File: config.mk
export PLATFORM = sky130hd
export DESIGN_NAME = gla_map
export DESIGN_NICKNAME = d
export VERILOG_FILES = /design/src/hdl/gla_pkg.sv /design/src/hdl/gla_map.sv
export SDC_FILE = /design/constraint.sdc
export NUM_CORES = 1
export LEC_CHECK = 0
export ABC_AREA = 1
export BUFFER_PORTS_ARGS = -buffer_cell sky130_fd_sc_hd__buf_4
export CORE_UTILIZATION = 31
export CTS_CLUSTER_SIZE = 40
export DETAILED_ROUTE_END_ITERATION = 8
export REMOVE_ABC_BUFFERS = 1
export SYNTH_ARGS = -nofsm -noshare
export SYNTH_HDL_FRONTEND = slang
export SYNTH_SLANG_ARGS = --single-unit
File: constraint.sdc
create_clock -name clk -period 9.3 [get_ports clk]
set_clock_uncertainty 0.2 [all_clocks]
set_input_delay 1.395 -clock clk [delete_from_list [all_inputs] [get_ports clk]]
set_output_delay 1.395 -clock clk [all_outputs]
set_load 0.01 [all_outputs]
File: src/hdl/gla_pkg.sv
package gla_pkg;

  // Default sample width and fixed-point formats of the power unit.
  localparam int PIXEL_BITS_DEF = 16;
  localparam int LOG_FRAC       = 28;
  localparam int MANT_FRAC      = 30;
  localparam int GAMMA_FRAC     = 12;
  localparam int GAMMA_W        = 16;
  localparam logic [GAMMA_W-1:0] GAMMA_ONE = 16'd4096;

  // Register file layout.
  localparam int CFG_DW    = 32;
  localparam int ADDR_W    = 5;
  localparam int REG_IDX_W = 3;
  localparam logic [REG_IDX_W-1:0] REG_BLACK_IN  = 3'd0;
  localparam logic [REG_IDX_W-1:0] REG_WHITE_IN  = 3'd1;
  localparam logic [REG_IDX_W-1:0] REG_BLACK_OUT = 3'd2;
  localparam logic [REG_IDX_W-1:0] REG_WHITE_OUT = 3'd3;
  localparam logic [REG_IDX_W-1:0] REG_GAMMA     = 3'd4;

  // Integer square root, evaluated at elaboration only.
  function automatic logic [63:0] isqrt64(input logic [63:0] v);
    logic [63:0] r;
    logic [63:0] b;
    logic [63:0] rem;
    r   = '0;
    b   = 64'h4000_0000_0000_0000;
    rem = v;
    for (int i = 0; i < 32; i++) begin
      if (rem >= r + b) begin
        rem = rem - (r + b);
        r   = (r >> 1) + b;
      end else begin
        r = r >> 1;
      end
      b = b >> 2;
    end
    return r;
  endfunction

  // Q1.30 value of 2^(2^-k), built by repeated square roots of 2.0.
  function automatic logic [MANT_FRAC:0] root_const(input int k);
    logic [63:0] c;
    c = 64'd1 << (MANT_FRAC + 1);
    for (int i = 1; i <= LOG_FRAC; i++) begin
      if (i <= k) begin
        c = isqrt64(c << MANT_FRAC);
      end
    end
    return c[MANT_FRAC:0];
  endfunction

endpackage

File: src/hdl/gla_map.sv
module gla_map #(
  parameter int P = gla_pkg::PIXEL_BITS_DEF
) (
  input  logic         clk,
  input  logic         rst_n,
  input  logic         en,
  input  logic         vld_i,
  input  logic [2*P:0] u_i,
  input  logic [P-1:0] lo_out,
  input  logic [P-1:0] hi_out,
  output logic         vld_o,
  output logic [P-1:0] pix_o
);

  localparam int UW = 2 * P + 1;

  logic [1:0]    vld_r;
  logic          neg_w;
  logic [P-1:0]  ad_w;
  logic [UW+P-1:0] prod_w;
  logic [UW-1:0] mag_r;
  logic [UW:0]   v_w;
  logic [P-1:0]  pix_nxt;
  logic [P-1:0]  pix_r;

  // Scale by the output span, truncating the magnitude.
  always_comb begin
    neg_w  = (hi_out < lo_out);
    ad_w   = neg_w ? (lo_out - hi_out) : (hi_out - lo_out);
    prod_w = (UW+P)'(u_i) * (UW+P)'(ad_w);
  end

  // Offset from the output black point and clamp to the sample range.
  always_comb begin
    if (neg_w) begin
      v_w     = (UW+1)'(lo_out) - (UW+1)'(mag_r);
      pix_nxt = v_w[UW] ? '0 : v_w[P-1:0];
    end else begin
      v_w     = (UW+1)'(lo_out) + (UW+1)'(mag_r);
      pix_nxt = (v_w[UW:P] != '0) ? '1 : v_w[P-1:0];
    end
  end

  always_ff @(posedge clk) begin
    if (!rst_n) begin
      vld_r <= '0;
    end else if (en) begin
      vld_r <= {vld_r[0], vld_i};
    end
  end

  always_ff @(posedge clk) begin
    if (en) begin
      mag_r <= prod_w[UW+P-1:P];
      pix_r <= pix_nxt;
    end
  end

  assign vld_o = vld_r[1];
  assign pix_o = pix_r;

endmodule

==> flow_metrics.tcl <==
set metrics [dict create \
    max_slew.worst_pin.slew_ns 0.803 \
    yosysUniqueCellTypes 55 \
    synth_compound_area_share_pct 7.29 \
    synth_ff_type "edfxtp_1" \
    io_pins 86 \
    synth_seq_cells 51 \
    cts_root_buf "clkbuf_16" \
    core-area_um2 71900 \
    final_max_slew_viol_count 0 \
    wl_mm 69.3 \
    rows 98 \
    drtAntennaViolNets 0 \
    synthSimpleGateAreaFrac_pct 20.7 \
    antenna-diode-count 0 \
    synth_xor_xnor_area_share_pct 3.24 \
    cts_tree "built" \
    syn_area_um2 22700 \
    yosys-mux-area-fraction_pct 0 \
    drive_gt1_share_pct 8.32 \
    synth.most_common_cell "inv_1" \
    syn_inst 2992 \
    critical_path_peak_fanout 24 \
    fp.dieH_um 272 \
    post_drt_via_cell_ratio 4.78 \
    setup_viol 0 \
    seq_area_frac_synth_pct 6.67 \
    cts.path.max_buffers 2 \
    drc 0 \
    hold_class "reg2reg" \
    grt_antenna_before_repair 0 \
    overflow 0 \
    first_pass_iters 6 \
    nets 3784 \
    fin_crit_sh_pct 95.4 \
    critPathSlowestCell "fa_1" \
    clk_pin_slew_worst_paths_ns 0.09 \
    grt_max_degree 53 \
    dp_hpwl_mm 59.0 \
    fmax_mhz 113 \
    grt_pass1_wl_mm 112 \
    start_kind "input pin" \
    period_minus_slack_ns 8.87 \
    grt_setup_unrepaired "false" \
    num-fill-cells 7709 \
    synth_top_family_by_area "adder cells" \
    synth.avg_cell_area_um2 7.57 \
    slowest_delay_ns 0.54 \
    synth_top_area_share_pct 38.4 \
    vias 19400 \
    arrival_ns 8.80 \
    fin_setup_tns_ns 0 \
    yosys-top-cells-area "fa_1 38%, inv_1 12%, nand2_1 11%, ha_1 10%, edfxtp_1 6.5%" \
    die_area_um2 74200 \
    critical_path_class "in2reg" \
    endpoint_kind "flop" \
    ys.warnings.count 0 \
    initial_core_util_pct 31.5 \
    clock_latency_ns 0.32 \
    yosysTopAreaCell "fa_1" \
    postCtsSetupBuffers 0 \
    cap_violations 0 \
    cts_buffers 5 \
    h-tree-depth 2 \
    syn2layout_area_growth_pct 11.3 \
    crit_required_ns 9.22 \
    place_congestion 0.966 \
    synth_edf_count 49 \
    cts.sinks 51 \
    port_buffers 85 \
    grt_usage_pct 19.3 \
    path_delay_family "adder cells" \
    die-width_um 272 \
    hold_viol_final 0 \
    async_flop_share_pct 0 \
    grt_pass1_vias 20400 \
    synth_fa_ha_area_share_pct 48.4 \
    relSlewSlack_pct 46.4 \
    critPathBufInv 11 \
    first_iter_violations 1456 \
    status "completed" \
    wl_per_cell_um 17.1 \
    netlist_top_cells_count "699 x inv_1, 649 x nand2_1, 435 x fa_1" \
]
-- registers in the layout, summed over array words and instances, names as in the netlist --
name	cells
pix_o	16
mag_r	33
vld_r	2
-- path summary, 6_finish.rpt --
kind | from | end | slack (ns) | depth (start not counted)
hold reg to reg | vld_r[0]$_SDFFE_PN0P_ | vld_r[1]$_SDFFE_PN0P_ | 0.30 | 2
setup / recovery | lo_out[0] | mag_r[18]$_DFFE_PP_ | 0.43 | 36
setup reg to reg | mag_r[0]$_DFFE_PP_ | pix_o[0]$_DFFE_PP_ | 5.53 | 17
hold / removal | vld_r[0]$_SDFFE_PN0P_ | vld_r[1]$_SDFFE_PN0P_ | 0.30 | 2
-- layout make-up --
cell class / instances / area (µm²) / share of cell area, %
Clock inverter: 3 / 33.8 / 0.134
Tap cell: 950 / 1190 / 4.71
Clock buffer: 5 / 125 / 0.496
Inverter: 718 / 2700 / 10.7
Sequential cell: 51 / 1510 / 5.99
Multi-Input combinational cell: 2137 / 18100 / 71.6
Timing Repair Buffer: 186 / 1600 / 6.33
-- tightest hold or removal path: stages, from the launching register on --
cell and delay (ns):
dfxtp_1 0.32, nor2_1 0.09, nor2_1 0.05
-- kinds of logic (layout without fill, tap and decap cells) --
kind of cell / after synthesis / in the layout
and+or+nand+nor: 1157 / 1157
DFF: 51 / 51
xor gates and xnor gates: 83 / 83
adders and majority gates: 616 / 616
buffers and inverters: 804 / 912
AOI/OAI and AO/OA: 281 / 281
-- placed cells by master, fill, tap and decap left out, types with 5 or more instances in the layout --
cell type and count:
o21ai_1 6, nor4_1 9, nand2_2 5, buf_12 16, o21ai_0 69, clkbuf_16 5, nand2_1 649, ha_1 180
nand4_1 25, clkinv_1 7, buf_4 170, nand3_1 56, a21o_1 7, xnor2_1 12, nor3_1 26, a221oi_1 6
a21oi_1 130, xor2_1 69, inv_2 12, a31oi_1 14, fa_1 435, o21a_1 13, edfxtp_1 49, nor2_2 23
inv_1 698, nor2_1 349
-- per-layer routing --
| layer | track usage (%) | vias up | wire length (µm) |
|---|---|---|---|
| met1 | 25.6 | 9554 | 30200 |
| met4 | 4.79 | 0 | 1720 |
| met2 | 33.3 | 583 | 33300 |
| li1 | - | 9131 | - |
| met3 | 2.32 | 96 | 4120 |
| met5 | 0 | - | 0 |
-- metrics by stage --
step	utilization (%)	instance area (µm²)	cells	hold WS (ns)	setup slack, ns
floorplan	-	22300	2906	0.248	0.128
global route	35.1	25200	4050	0.381	0.00558
global placement	34.9	25100	4042	0.288	0.150
finish	35.1	25200	4050	0.302	0.428
CTS	35.1	25200	4050	0.301	0.460
detailed placement	34.9	25100	4042	0.282	0.145
-- repair_timing --
item	4_1_cts	5_1_grt
hold buffers	0	0
resized for setup	0	3
endpoints found under the setup margin	0	2
Power is not shown: default switching activity piles up to over one toggle a cycle in this logic, so the estimate is an artifact.
