[src/hdl/gla_pkg.sv]
package gla_pkg;

  // Default sample width and fixed-point formats of the power unit.
  localparam int PIXEL_BITS_DEF = 16;
  localparam int LOG_FRAC       = 28;
  localparam int MANT_FRAC      = 30;
  localparam int GAMMA_FRAC     = 12;
  localparam int GAMMA_W        = 16;
  localparam logic [GAMMA_W-1:0] GAMMA_ONE = 16'd4096;

  // Register file layout.
  localparam int CFG_DW    = 32;
  localparam int ADDR_W    = 5;
  localparam int REG_IDX_W = 3;
  localparam logic [REG_IDX_W-1:0] REG_BLACK_IN  = 3'd0;
  localparam logic [REG_IDX_W-1:0] REG_WHITE_IN  = 3'd1;
  localparam logic [REG_IDX_W-1:0] REG_BLACK_OUT = 3'd2;
  localparam logic [REG_IDX_W-1:0] REG_WHITE_OUT = 3'd3;
  localparam logic [REG_IDX_W-1:0] REG_GAMMA     = 3'd4;

  // Integer square root, evaluated at elaboration only.
  function automatic logic [63:0] isqrt64(input logic [63:0] v);
    logic [63:0] r;
    logic [63:0] b;
    logic [63:0] rem;
    r   = '0;
    b   = 64'h4000_0000_0000_0000;
    rem = v;
    for (int i = 0; i < 32; i++) begin
      if (rem >= r + b) begin
        rem = rem - (r + b);
        r   = (r >> 1) + b;
      end else begin
        r = r >> 1;
      end
      b = b >> 2;
    end
    return r;
  endfunction

  // Q1.30 value of 2^(2^-k), built by repeated square roots of 2.0.
  function automatic logic [MANT_FRAC:0] root_const(input int k);
    logic [63:0] c;
    c = 64'd1 << (MANT_FRAC + 1);
    for (int i = 1; i <= LOG_FRAC; i++) begin
      if (i <= k) begin
        c = isqrt64(c << MANT_FRAC);
      end
    end
    return c[MANT_FRAC:0];
  endfunction

endpackage

[src/hdl/gla_norm.sv]
module gla_norm #(
  parameter int P = gla_pkg::PIXEL_BITS_DEF
) (
  input  logic         clk,
  input  logic         rst_n,
  input  logic         en,
  input  logic         vld_i,
  input  logic [P-1:0] pix,
  input  logic [P-1:0] lo_in,
  input  logic [P-1:0] hi_in,
  output logic         vld_o,
  output logic [P+1:0] t_o
);

  localparam int QW = P + 2;

  logic [P-1:0]  a_w;
  logic [P-1:0]  den_w;
  logic          zero_w;
  logic          sat_w;

  logic [QW:0]   vld_r;
  logic [QW:0]   zero_r;
  logic [QW:0]   sat_r;
  logic [P-1:0]  rem_r   [QW+1];
  logic [P-1:0]  rem_nxt [QW+1];
  logic [QW-1:0] q_r     [QW+1];
  logic [QW-1:0] q_nxt   [QW+1];
  logic [1:0]    alo_r   [QW+1];

  // Entry: offset, span and the saturating cases.
  always_comb begin
    a_w    = pix - lo_in;
    den_w  = hi_in - lo_in;
    zero_w = (pix <= lo_in);
    sat_w  = (hi_in <= lo_in) || ({2'b00, a_w[P-1:2]} >= den_w);
  end

  // One restoring quotient bit per stage, most significant first.
  always_comb begin
    logic [P:0] sh;
    logic       nb;
    logic       qb;
    rem_nxt[0] = {2'b00, a_w[P-1:2]};
    q_nxt[0]   = '0;
    for (int k = 1; k <= QW; k++) begin
      if (k == 1) begin
        nb = alo_r[k-1][1];
      end else if (k == 2) begin
        nb = alo_r[k-1][0];
      end else begin
        nb = 1'b0;
      end
      sh = {rem_r[k-1], nb};
      if (sh >= {1'b0, den_w}) begin
        rem_nxt[k] = P'(sh - {1'b0, den_w});
        qb         = 1'b1;
      end else begin
        rem_nxt[k] = sh[P-1:0];
        qb         = 1'b0;
      end
      q_nxt[k] = {q_r[k-1][QW-2:0], qb};
    end
  end

  always_ff @(posedge clk) begin
    if (!rst_n) begin
      vld_r <= '0;
    end else if (en) begin
      vld_r <= {vld_r[QW-1:0], vld_i};
    end
  end

  always_ff @(posedge clk) begin
    if (en) begin
      rem_r[0]  <= rem_nxt[0];
      q_r[0]    <= q_nxt[0];
      alo_r[0]  <= a_w[1:0];
      zero_r[0] <= zero_w;
      sat_r[0]  <= sat_w;
      for (int k = 1; k <= QW; k++) begin
        rem_r[k]  <= rem_nxt[k];
        q_r[k]    <= q_nxt[k];
        alo_r[k]  <= alo_r[k-1];
        zero_r[k] <= zero_r[k-1];
        sat_r[k]  <= sat_r[k-1];
      end
    end
  end

  // Samples at or below the black point read as zero; overflow saturates.
  assign vld_o = vld_r[QW];
  assign t_o   = zero_r[QW] ? '0 : (sat_r[QW] ? '1 : q_r[QW]);

endmodule

[config.mk]
export PLATFORM = sky130hd
export DESIGN_NAME = gla_norm
export DESIGN_NICKNAME = d
export VERILOG_FILES = /design/src/hdl/gla_pkg.sv /design/src/hdl/gla_norm.sv
export SDC_FILE = /design/constraint.sdc
export NUM_CORES = 1
export LEC_CHECK = 0
export BUFFER_PORTS_ARGS = -buffer_cell sky130_fd_sc_hd__buf_2
export CAP_MARGIN = 20
export CORE_ASPECT_RATIO = 1.2
export CORE_MARGIN = 2
export CORE_UTILIZATION = 51
export CTS_CLUSTER_SIZE = 12
export DETAILED_ROUTE_END_ITERATION = 10
export PLACE_DENSITY = 0.71
export SYNTH_ARGS = -nofsm -noshare
export SYNTH_HDL_FRONTEND = slang
export SYNTH_SLANG_ARGS = --single-unit
export TNS_END_PERCENT = 20
[constraint.sdc]
create_clock -name clk -period 10.45 [get_ports clk]
set_input_delay 0.5225 -clock clk [delete_from_list [all_inputs] [get_ports clk]]
set_output_delay 0.5225 -clock clk [all_outputs]
set_load 0.02 [all_outputs]
==> flow_metrics.py <==
metrics = {
    "global_routing": {
        "grt_usage_pct": 22.0,
        "grt_overflow": 0,
        "grt_pass1_wl_mm": 117,
        "antenna_found_initial": 0,
        "met3_usage_pct": 2.79,
        "gr-usage-met1_pct": 25.1,
        "grt_busiest_layer": "met2",
        "grt_util_met2_pct": 40.8,
        "grt_pass1_vias": 23300,
        "grt_max_degree": 181,
    },
    "cts": {
        "post-cts-setup-buffers": 0,
        "clkSlewWorstSetupHoldPaths_ns": 0.06,
        "clockBufferDepth": 3,
        "cts_made_buffers": 54,
        "cts_hold_buf": 0,
        "clkLatencyLatePin_ns": 0.63,
        "tritoncts": "yes",
        "cts_sinks": 517,
        "ctsRootBufferMaster": "clkbuf_16",
        "htree_levels": 2,
        "cts.repair.resized": 0,
    },
    "logic_synthesis": {
        "syn-num-nets": 3325,
        "synth.largest_area_cell": "edfxtp_1",
        "netlist_instances": 2960,
        "synth-seq-cells": 517,
        "ys_types": 98,
        "synthTopCellsByArea": "edfxtp_1 46%, ha_1 11%, xnor2_1 4.6%",
        "yosysTopAreaCellShare_pct": 45.6,
        "ys_seq_area_share_pct": 46.7,
        "synth_area_sq_mm": 0.0328,
        "yosysWarningCount": 0,
        "async_reset_ff_share_pct": 0,
        "yosys-top-cells-count": "498 x edfxtp_1, 294 x ha_1, 251 x nor2_1",
        "yosys.cell_count.top_type": "edfxtp_1",
        "synth_edf_count": 498,
        "ys.flop_type": "edfxtp_1",
        "syn_area_per_cell_sq_um": 11.1,
    },
    "drt": {
        "drt_wl_total_mm": 73.5,
        "post-route-drc-count": 0,
        "viasPerCell": 5.94,
        "drtIter0Drc": 1352,
        "num_vias": 23200,
        "drtPass1Iterations": 6,
        "wl_per_cell_um": 18.8,
        "ant_nets": 0,
    },
    "critical_path": {
        "cp-start-kind": "input pin",
        "worstSetupPathType": "in2reg",
        "cp.arrival_ns": 6.03,
        "critPathMaxStageDelay_ns": 0.82,
        "critPathBufInv": 4,
        "crit_required_ns": 10.81,
        "slowest_stage": "a21oi_2",
        "crit_chain": "buf_2 -> inv_1 -> ha_4 -> inv_1 -> fa_1 -> a21oi_1 -> nor2_1 -> o311ai_0 -> a31oi_1 -> o21a_1 -> o21a_1 -> o31ai_1 -> nand2_1 -> buf_4 -> ha_1 -> nand2_1 -> nor3_1 -> nand4_1 -> nor2_1 -> o22ai_1 -> o21ai_0 -> maj3_1 -> a21oi_2 -> mux2_2",
        "crit_path_end_kind": "flop",
        "cpLargestDelayFamily": "compound AO/OA/AOI/OAI gates",
        "worstPathMaxFanout": 29,
    },
    "status": {
        "status": "finished clean",
    },
    "die": {
        "die_h_um": 282,
        "start_util_pct": 51.7,
        "dieWidth_um": 236,
        "io_pins": 71,
        "rows": 101,
        "die-area_sq_mm": 0.0664,
        "core_sq_mm": 0.0634,
    },
    "place": {
        "dpl.hpwl_mm": 50.0,
        "port_buffers": 70,
        "place.gp.congestion": 0.900,
    },
    "cells_and_area": {
        "post_route_cells_drive_above_1_share_pct": 9.89,
        "final_nets": 3409,
        "syn_to_final_growth_pct": 9.04,
        "diodes": 0,
        "fin_util_pct": 56.4,
    },
    "timing": {
        "setup_viol": 0,
        "finalHoldViolations": 0,
        "rsz0062_at_grt": "no",
        "slew_headroom_pct": 26.4,
        "period_share_pct": 54.3,
        "fin_tns_setup_ns": 0,
        "fin_crit_ns": 5.67,
        "fmax_ghz": 0.176,
        "slew_violations": 0,
        "worstMarginPinSlew_ns": 1.10,
        "fin_worst_skew_ns": 0.0262,
    },
    "job": {
        "drv_cap": 0,
    },
    "min_path": {
        "hp-class": "in2reg",
    },
    "pwr": {
        "p_per_area_mw_per_mm2": 346,
        "ir_drop_mv": 0.166,
        "total_power_mw": 12.4,
        "p_leak_nw": 13.9,
    },
}
-- cell type report --
cell class	count	area [sq um]
fillers	5305	27700
multi-input cells	2265	16800
flip-flops and latches	517	15300
clock buffers	75	1450
well taps	824	1030
repair buffers	98	613
inverters	108	408
clock inverters	21	189
-- metal layers --
metal / vias up / wire (um) / part of all wire [%]
met2: 574 / 37500 / 51
met3: 209 / 3160 / 4.3
li1: 11300 / - / -
met5: - / 0 / 0
met1: 11100 / 29500 / 40
met4: 0 / 3380 / 4.6
-- cells by family (layout without fill, tap and decap cells) --
logic type      count (synthesis)  in the layout  share of synthesized area, %
compound gates                793            793                          16.3
simple gates                  776            776                          11.1
flops                         517            517                          46.7
fa+ha+maj                     359            359                          13.8
xor+xnor                      255            255                          6.85
buf+inv                       178            302                          2.49
mux                            82             82                          2.76
-- sequential cells by signal, indices dropped and copies added, names as in the netlist --
signal,cells
rem_r,286
q_r,171
sat_r,19
vld_r,19
zero_r,19
alo_r,3
-- stage by stage --
stage                     cells  worst slack, ns  instance area (sq um)  hold slack [ns]
after floorplan            2960             5.08                  32800            0.400
after global routing       3908             4.48                  35800            0.169
final                      3908             4.78                  35800            0.150
after CTS                  3903             4.85                  35700            0.113
after global placement     3807             4.28                  34100            0.400
after detailed placement   3807             4.21                  34100            0.405
-- cell usage in the layout, fill, tap and decap left out, drive strengths merged, types with 9 or more instances in the layout --
cell type / Yosys / final
and3: 20 / 20
o31ai: 28 / 28
mux2i: 21 / 21
a221oi: 9 / 9
nand2b: 24 / 24
a2111oi: 13 / 13
or3: 22 / 22
nand3: 40 / 40
nand4: 32 / 32
clkinv: 0 / 18
a31oi: 26 / 26
o31a: 14 / 14
ha: 294 / 294
maj3: 46 / 46
buf: 53 / 98
o21bai: 20 / 20
nor3b: 9 / 9
a211o: 10 / 10
nor3: 60 / 60
fa: 19 / 19
edfxtp: 498 / 498
o21a: 42 / 42
o41a: 9 / 9
dfxtp: 19 / 19
a211oi: 34 / 34
o21ai: 227 / 227
and2: 17 / 17
a21o: 88 / 88
a21oi: 175 / 175
nor2b: 35 / 35
nor2: 251 / 251
inv: 108 / 109
xnor2: 174 / 174
clkbuf: 17 / 75
or2: 13 / 13
nand2: 221 / 221
o211ai: 13 / 13
mux2: 61 / 61
xor2: 81 / 81
-- where the power goes --
group / switching (mW) / total (mW) / internal, mW
Clock: 0.798 / 1.82 / 1.02
Sequential: 0.488 / 3.90 / 3.42
Combinational: 3.72 / 6.67 / 2.95
-- worst reg2reg max path: cells and delay by family, from the launching register on --
family	cells	cell delay (ns)
compound gates	6	2.18
fa+ha+maj	2	0.79
flops	1	0.45
mux	1	0.42
simple gates	1	0.21
-- worst paths after layout --
path          startpoint            to  slack (ns)  cells after the start
min reg2reg    zero_r[8]     zero_r[9]        0.41                      0
min                vld_i      vld_r[0]        0.15                      3
max             hi_in[0]   rem_r[2][1]        4.78                     24
max reg2reg  rem_r[9][2]  rem_r[10][1]        6.16                     10
No activity file was read; power rests on OpenSTA's default activity.
